<file path="src/design/jccf_pkg.sv">
// ----------------------------------------------------------------------------
// jccf_pkg: shared types and constants for the JSON chunk classifier
// Widths of the chunk, the class masks and the output positions, and the
// structures that carry per-byte classes and per-chunk masks.
// ----------------------------------------------------------------------------
package jccf_pkg;

  localparam int CHUNK_BYTES = 32;              // bytes classified per chunk (8..32)
  localparam int MASK_W      = 32;              // width of every class mask
  localparam int IDX_W       = $clog2(MASK_W);  // bit index within a mask
  localparam int POS_W       = 32;              // absolute document position
  localparam int TEXT_W      = 256;             // chunk text bits on the bus
  localparam int IN_TDATA_W  = TEXT_W + POS_W;
  localparam int OUT_TDATA_W = POS_W + 4 * MASK_W;

  typedef struct packed {
    logic structural;
    logic whitespace;
    logic quote;
    logic backslash;
  } byte_class_t;

  typedef struct packed {
    logic [MASK_W-1:0] backslash;
    logic [MASK_W-1:0] quote;
    logic [MASK_W-1:0] whitespace;
    logic [MASK_W-1:0] structural;
  } class_masks_t;

endpackage

</file>
<file path="src/design/json_chunk_classify_flatten.sv">
// ----------------------------------------------------------------------------
// json_chunk_classify_flatten: JSON chunk classifier and structural index
// Classifies a 32-byte chunk into structural, whitespace, quote and backslash
// masks and emits one absolute position per structural byte, else one empty result.
// ----------------------------------------------------------------------------
//
//  Channel | Direction | Payload                                   | Flags
//  --------+-----------+-------------------------------------------+----------------
//  in_     | slave     | tdata: 4 x 64-bit text words, base (32)   | none
//  out_    | master    | tdata: position (32), four 32-bit masks   | tuser, tlast
//
// When a chunk is taken, the byte lanes classify it and the merged masks
// are loaded into the flattener on the same clock edge. The flattener then
// loads one result per cycle into the output register: one per structural
// byte, or a single result for a chunk with no structural bytes. When the
// output side stalls, the walk waits on the output register. The next chunk
// is taken as soon as the last result has entered the output register, even
// while that result still waits for its transfer. Reset clears the walk and
// the output valid.
//
module json_chunk_classify_flatten (
  input  logic                                 clk,
  input  logic                                 rst_n,
  // From bit 0 up: bytes_0_7, bytes_8_15, bytes_16_23, bytes_24_31,
  // base_position.
  input  logic [jccf_pkg::IN_TDATA_W-1:0]      in_tdata,
  input  logic                                 in_tvalid,
  output logic                                 in_tready,
  // From bit 0 up: structural_position, structural_mask, whitespace_mask,
  // quote_mask, backslash_mask.
  output logic [jccf_pkg::OUT_TDATA_W-1:0]     out_tdata,
  // Bit 0: has_position.
  output logic                                 out_tuser,
  output logic                                 out_tlast,
  output logic                                 out_tvalid,
  input  logic                                 out_tready
);
  import jccf_pkg::*;

  logic             busy;
  logic             load;
  class_masks_t     chunk_masks;
  class_masks_t     out_masks;
  logic [POS_W-1:0] out_pos;

  // The flattener holds one chunk at a time.
  assign in_tready = !busy;
  assign load      = in_tvalid && in_tready;

  // Parallel byte lanes and the mask merge.
  jccf_classify u_classify (
    .text_i  (in_tdata[TEXT_W-1:0]),
    .masks_o (chunk_masks)
  );

  // Lowest-first walk of the structural mask with the output register.
  jccf_flatten u_flatten (
    .clk           (clk),
    .rst_n         (rst_n),
    .load_i        (load),
    .masks_i       (chunk_masks),
    .base_i        (in_tdata[TEXT_W +: POS_W]),
    .busy_o        (busy),
    .out_valid_o   (out_tvalid),
    .out_ready_i   (out_tready),
    .out_pos_o     (out_pos),
    .out_has_pos_o (out_tuser),
    .out_last_o    (out_tlast),
    .out_masks_o   (out_masks)
  );

  assign out_tdata = {out_masks.backslash, out_masks.quote,
                      out_masks.whitespace, out_masks.structural, out_pos};

endmodule

</file>
<file path="src/design/jccf_byte_lane.sv">
// ----------------------------------------------------------------------------
// jccf_byte_lane: classifier for one text byte
// Compares one byte against the JSON structural, whitespace, quote and
// backslash characters.
// ----------------------------------------------------------------------------
module jccf_byte_lane (
  input  logic [7:0]            char_i,
  output jccf_pkg::byte_class_t class_o
);
  import jccf_pkg::*;

  localparam logic [7:0] CH_SPACE  = 8'h20;
  localparam logic [7:0] CH_TAB    = 8'h09;
  localparam logic [7:0] CH_CR     = 8'h0D;
  localparam logic [7:0] CH_LF     = 8'h0A;
  localparam logic [7:0] CH_QUOTE  = 8'h22;
  localparam logic [7:0] CH_BSLASH = 8'h5C;
  localparam logic [7:0] CH_LBRACE = 8'h7B;
  localparam logic [7:0] CH_RBRACE = 8'h7D;
  localparam logic [7:0] CH_LBRACK = 8'h5B;
  localparam logic [7:0] CH_RBRACK = 8'h5D;
  localparam logic [7:0] CH_COLON  = 8'h3A;
  localparam logic [7:0] CH_COMMA  = 8'h2C;

  always_comb begin
    class_o.structural = (char_i == CH_LBRACE) || (char_i == CH_RBRACE) ||
                         (char_i == CH_LBRACK) || (char_i == CH_RBRACK) ||
                         (char_i == CH_COLON)  || (char_i == CH_COMMA);
    class_o.whitespace = (char_i == CH_SPACE) || (char_i == CH_TAB) ||
                         (char_i == CH_CR)    || (char_i == CH_LF);
    class_o.quote      = (char_i == CH_QUOTE);
    class_o.backslash  = (char_i == CH_BSLASH);
  end

endmodule

</file>
<file path="src/design/jccf_classify.sv">
// ----------------------------------------------------------------------------
// jccf_classify: byte lanes and mask merge
// One lane per chunk byte; the merge gathers the lane results into the four
// per-chunk class masks. Bytes beyond the chunk length give zero bits.
// ----------------------------------------------------------------------------
module jccf_classify (
  input  logic [jccf_pkg::TEXT_W-1:0] text_i,
  output jccf_pkg::class_masks_t      masks_o
);
  import jccf_pkg::*;

  byte_class_t lane_class [MASK_W];

  for (genvar i = 0; i < MASK_W; i++) begin : g_lane
    if (i < CHUNK_BYTES) begin : g_used
      jccf_byte_lane u_lane (
        .char_i  (text_i[8*i +: 8]),
        .class_o (lane_class[i])
      );
    end else begin : g_unused
      assign lane_class[i] = '0;
    end

    assign masks_o.structural[i] = lane_class[i].structural;
    assign masks_o.whitespace[i] = lane_class[i].whitespace;
    assign masks_o.quote[i]      = lane_class[i].quote;
    assign masks_o.backslash[i]  = lane_class[i].backslash;
  end

endmodule

</file>
<file path="src/design/jccf_flatten.sv">
// ----------------------------------------------------------------------------
// jccf_flatten: structural mask flattener with output register
// Holds one chunk's masks and walks its structural bits lowest first,
// loading one result per cycle into the output register unless the output stalls.
// ----------------------------------------------------------------------------
module jccf_flatten (
  input  logic                        clk,
  input  logic                        rst_n,
  input  logic                        load_i,
  input  jccf_pkg::class_masks_t      masks_i,
  input  logic [jccf_pkg::POS_W-1:0]  base_i,
  output logic                        busy_o,
  output logic                        out_valid_o,
  input  logic                        out_ready_i,
  output logic [jccf_pkg::POS_W-1:0]  out_pos_o,
  output logic                        out_has_pos_o,
  output logic                        out_last_o,
  output jccf_pkg::class_masks_t      out_masks_o
);
  import jccf_pkg::*;

  logic              busy_r, busy_nxt;
  logic [MASK_W-1:0] pending_r, pending_nxt;
  logic [POS_W-1:0]  base_r, base_nxt;
  class_masks_t      masks_r, masks_nxt;

  logic              out_valid_r, out_valid_nxt;
  logic [POS_W-1:0]  out_pos_r, out_pos_nxt;
  logic              out_has_pos_r, out_has_pos_nxt;
  logic              out_last_r, out_last_nxt;
  class_masks_t      out_masks_r, out_masks_nxt;

  logic              emit;
  logic [MASK_W-1:0] low_bit;
  logic [MASK_W-1:0] rest;
  logic [IDX_W-1:0]  low_idx;

  // Isolate the lowest set bit, then encode the one-hot word.
  always_comb begin
    low_bit = pending_r & (~pending_r + MASK_W'(1));
    rest    = pending_r & ~low_bit;
    low_idx = '0;
    for (int i = 0; i < MASK_W; i++) begin
      if (low_bit[i]) begin
        low_idx = low_idx | IDX_W'(i);
      end
    end
  end

  assign emit = busy_r && (!out_valid_r || out_ready_i);

  always_comb begin
    busy_nxt        = busy_r;
    pending_nxt     = pending_r;
    base_nxt        = base_r;
    masks_nxt       = masks_r;
    out_valid_nxt   = out_valid_r;
    out_pos_nxt     = out_pos_r;
    out_has_pos_nxt = out_has_pos_r;
    out_last_nxt    = out_last_r;
    out_masks_nxt   = out_masks_r;

    if (out_valid_r && out_ready_i) begin
      out_valid_nxt = 1'b0;
    end

    if (load_i) begin
      busy_nxt    = 1'b1;
      pending_nxt = masks_i.structural;
      base_nxt    = base_i;
      masks_nxt   = masks_i;
    end else if (emit) begin
      out_valid_nxt = 1'b1;
      out_masks_nxt = masks_r;
      if (pending_r == '0) begin
        // A chunk without structurals still reports its masks once.
        out_pos_nxt     = '0;
        out_has_pos_nxt = 1'b0;
        out_last_nxt    = 1'b1;
        busy_nxt        = 1'b0;
      end else begin
        out_pos_nxt     = base_r + POS_W'(low_idx);
        out_has_pos_nxt = 1'b1;
        out_last_nxt    = (rest == '0);
        pending_nxt     = rest;
        busy_nxt        = (rest != '0);
      end
    end
  end

  always_ff @(posedge clk) begin
    if (!rst_n) begin
      busy_r      <= 1'b0;
      pending_r   <= '0;
      out_valid_r <= 1'b0;
    end else begin
      busy_r      <= busy_nxt;
      pending_r   <= pending_nxt;
      out_valid_r <= out_valid_nxt;
    end
  end

  always_ff @(posedge clk) begin
    base_r        <= base_nxt;
    masks_r       <= masks_nxt;
    out_pos_r     <= out_pos_nxt;
    out_has_pos_r <= out_has_pos_nxt;
    out_last_r    <= out_last_nxt;
    out_masks_r   <= out_masks_nxt;
  end

  assign busy_o        = busy_r;
  assign out_valid_o   = out_valid_r;
  assign out_pos_o     = out_pos_r;
  assign out_has_pos_o = out_has_pos_r;
  assign out_last_o    = out_last_r;
  assign out_masks_o   = out_masks_r;

endmodule

</file>
<file path="config.mk">
export PLATFORM = sky130hd
export DESIGN_NAME = json_chunk_classify_flatten
export DESIGN_NICKNAME = d
export VERILOG_FILES = /design/src/design/jccf_pkg.sv /design/src/design/json_chunk_classify_flatten.sv /design/src/design/jccf_byte_lane.sv /design/src/design/jccf_classify.sv /design/src/design/jccf_flatten.sv
export SDC_FILE = /design/constraint.sdc
export NUM_CORES = 1
export LEC_CHECK = 0
export BUFFER_PORTS_ARGS = -buffer_cell sky130_fd_sc_hd__buf_4
export CAP_MARGIN = 20
export CORE_MARGIN = 2
export CORE_UTILIZATION = 53
export DETAILED_ROUTE_END_ITERATION = 8
export HOLD_SLACK_MARGIN = 0.1
export MAX_ROUTING_LAYER = met4
export PLACE_DENSITY = 0.84
export SETUP_SLACK_MARGIN = 0.15
export SLEW_MARGIN = 40
export SYNTH_ARGS = -nofsm -noshare
export SYNTH_HDL_FRONTEND = slang
export SYNTH_SLANG_ARGS = --single-unit
</file>
<file path="constraint.sdc">
create_clock -name clk -period 7.75 [get_ports clk]
set_input_delay 0.775 -clock clk [delete_from_list [all_inputs] [get_ports clk]]
set_output_delay 0.775 -clock clk [all_outputs]
set_load 0.01 [all_outputs]
</file>
==> impl_metrics.csv <==
group,metric,value,unit
synth,synth.most_common_cell,"edfxtp_1",
drt,wl_per_cell,20.2,microns
global_routing,grt_overflow,0,
clock_tree,cts_tree,"yes",
worst_hold_path,hold_path_end,"u_flatten.out_masks_o[127]",
clock_tree,cts_setup_buffers,0,
clock_tree,clkSinkCount,356,
worst_hold_path,hold_path_depth,0,
sta,maxSlewHeadroom,0.482,
cells_and_area,nNetsFinal,2209,
place,placed_cell_area,20900,sq um
synth,synth_common_cells,"edfxtp_1 (322), nor2_1 (146), nand2_1 (72), a21oi_1 (69), nor3b_1 (68)",
clock_tree,clock_latency,530,ps
synth,syn_inst,1440,
setup_path,crit_path_start_kind,"register",
sta,worstMarginPinSlew,776,ps
setup_path,r2r_slack,3210,ps
cells_and_area,layout-drive-gt1-share,0.281,
sta,clock.fmax,220,MHz
pwr,vdd_drop_max,0.153,mV
synth,yosysTopAreaCellShare,0.567,
clock_tree,cts.htree.levels,2,
synth,ys_ff_latch,356,
cells_and_area,area_growth,30.2,%
setup_path,worst-setup-path-type,"register to register",
drt,routed_wl,47300,microns
synth,post_synth_num_cell_types,77,
clock_tree,clockBufferDepth,3,
sta,hold_violations,0,
drt,drc,0,
die,die_y,183,microns
synth,syn_avg_cell_area,11.8,sq um
flow_run,drv_cap,0,
synth,yosys-top-cells-area,"edfxtp_1 (57%), dfxtp_1 (4.0%), nor2_1 (3.2%)",
setup_path,worstSetupEndpointType,"register",
sta,maxSlewViolCount,0,
worst_hold_path,worstHoldStart,"u_flatten.masks_r[127]",
synth,synth_top_area_cell,"edfxtp_1",
place,routabilityCongestion,0.940,
global_routing,grt_pass1_wl,71900,microns
global_routing,track_usage,0.278,
die,core,31600,sq um
clock_tree,clkTransAtPathRegs,70,ps
cells_and_area,multi_input_area,6470,sq um
sta,fin_tns_setup,0,ps
cells_and_area,n_fill_cell,2241,
die,rows,65,
setup_path,reg2reg_to,"u_flatten.out_pos_o[5]",
worst_hold_path,min_path_type,"register to register",
cells_and_area,ff_latch_area,10300,sq um
synth,synth_nets,1738,
setup_path,rr_startpoint,"u_flatten.pending_r[8]",
clock_tree,cts_buffers,38,
die,dieWidth,183,microns
die,die-area,33600,sq um
setup_path,crit_arrival,4800,ps
setup_path,crit_fanout,14,
global_routing,antenna_found_initial,1,
global_routing,grt_max_degree,88,
clock_tree,cts_resized,0,
global_routing,grt_pass1_vias,13600,
sta,setup_viol,0,
drt,final_antenna_net_count,0,
cells_and_area,fin_area,22200,sq um
drt,drt_iter0_markers,1064,
clock_tree,cts-hold-fix-buffers,0,
synth,yosysSeqAreaShare,0.607,
status,outcome,"finished, final reports clean",
synth,syn_area,17100,sq um
drt,dr.pass1.iters,7,
synth,synth_edf_count,322,
drt,vias,14200,
sta,fin_worst_skew,20.0,ps
synth,async_flop_share,0,
place,port_buffers,455,
drt,viasPerCell,6.08,
die,start_util,0.539,
pwr,power_density,211,nW/um^2
setup_path,reg2regPathDepth,11,
place,dp_hpwl,34100,microns
clock_tree,cts_root_buf,"clkbuf_16",
synth,ys_warn_count,0,
sta,final.min_clock_period,4540,ps
synth,synth-main-ff-cell,"edfxtp_1",
setup_path,worstPathRequired,8010,ps
die,ios,456,
sta,period_share,0.586,
pwr,p_leak,0.00830,uW
sta,rsz0062_at_grt,"false",
-- per-layer routing --
metal  part of all wire  vias to the layer above  GRT usage
li1                   -                     6637          -
met1               0.37                     6816      0.321
met2               0.51                      673      0.478
met3              0.083                      111     0.0618
met4              0.033                        0      0.103
met5                  0                        -          -
-- state kept, by name (all words and copies together), names as in the netlist --
name and count:
u_flatten.base_r 32, u_flatten.busy_o 1, u_flatten.masks_r 128, u_flatten.out_has_pos_o 1
u_flatten.out_last_o 1, u_flatten.out_masks_o 128, u_flatten.out_pos_o 32, u_flatten.out_valid_o 1
u_flatten.pending_r 32
-- through the flow --
stage | utilization | instances | hold WS, ps | power (uW) | setup slack [ps]
after floorplan | - | 1440 | 400 | 2560 | 1450
after global placement | 0.661 | 2272 | 400 | 2860 | 3390
after detailed placement | 0.661 | 2272 | 405 | 2880 | 3220
after CTS | 0.701 | 2341 | 412 | 4710 | 3200
after global routing | 0.702 | 2343 | 406 | 4850 | 2790
final | 0.702 | 2343 | 399 | 4700 | 3210
-- report_power, final --
group / internal, uW / switching, uW / leakage (uW)
clock: 1100 / 737 / 0.000619
combinational: 262 / 333 / 0.00425
sequential: 2220 / 42.3 / 0.00343
total: 3580 / 1110 / 0.00830
-- cell type report --
cell class,count,area share
sequential,356,0.466
antenna,1,0.000113
clock inverter,13,0.00642
timing repair buffer,462,0.157
multi-input combinational,1023,0.291
clock buffer,56,0.0505
tap,402,0.0226
inverter,30,0.00552
-- layout by cell type, fill, tap and decap left out, types with 27 or more instances in the layout --
| cell | Yosys | layout |
|---|---|---|
| xnor2_1 | 27 | 27 |
| nand4b_1 | 32 | 32 |
| nor3_1 | 29 | 29 |
| nor2b_1 | 39 | 39 |
| nor4_1 | 56 | 55 |
| nand2b_1 | 50 | 50 |
| a32oi_1 | 34 | 34 |
| dfxtp_1 | 34 | 34 |
| buf_4 | 2 | 459 |
| and3_1 | 28 | 28 |
| nand2_1 | 72 | 71 |
| inv_1 | 29 | 27 |
| o21ai_0 | 45 | 45 |
| nor2_1 | 146 | 146 |
| nand3_1 | 44 | 44 |
| a31oi_1 | 27 | 27 |
| edfxtp_1 | 322 | 322 |
| a21oi_1 | 69 | 69 |
| nor3b_1 | 68 | 68 |
| clkbuf_16 | 0 | 40 |
-- cells by family after synthesis --
logic type               count (synthesis)  synth area share
multiplexers                             2           0.00117
buffers and inverters                   61            0.0144
AND/OR/NAND/NOR                        707             0.248
adder cells (fa/ha/maj)                  8           0.00601
flip-flops                             356             0.607
XOR/XNOR                                39            0.0200
AO/OA/AOI/OAI                          267             0.103
-- worst max path at each step --
stage                                      start                       to  slack [ps]  cells after the start
after global routing      u_flatten.pending_r[4]  u_flatten.out_pos_o[31]        2790                     11
after detailed placement  u_flatten.pending_r[8]   u_flatten.out_pos_o[5]        3220                     11
after floorplan                        in_tvalid  u_flatten.pending_r[30]        1450                      5
after CTS                 u_flatten.pending_r[8]   u_flatten.out_pos_o[5]        3200                     11
after global placement    u_flatten.pending_r[8]   u_flatten.out_pos_o[5]        3390                     11
final                     u_flatten.pending_r[8]   u_flatten.out_pos_o[5]        3210                     11
-- critical path, cell delays in order (launching register included) --
cell and delay [ps]:
dfxtp_1 360, or4_4 580, or4b_4 640, or4_4 550, o311ai_0 540, ha_1 350, a21o_1 160, a21oi_1 330
o21bai_1 100, a21oi_1 410, xor2_1 180, nor2_1 70
Note: power is estimated with default switching activity, not from simulation.
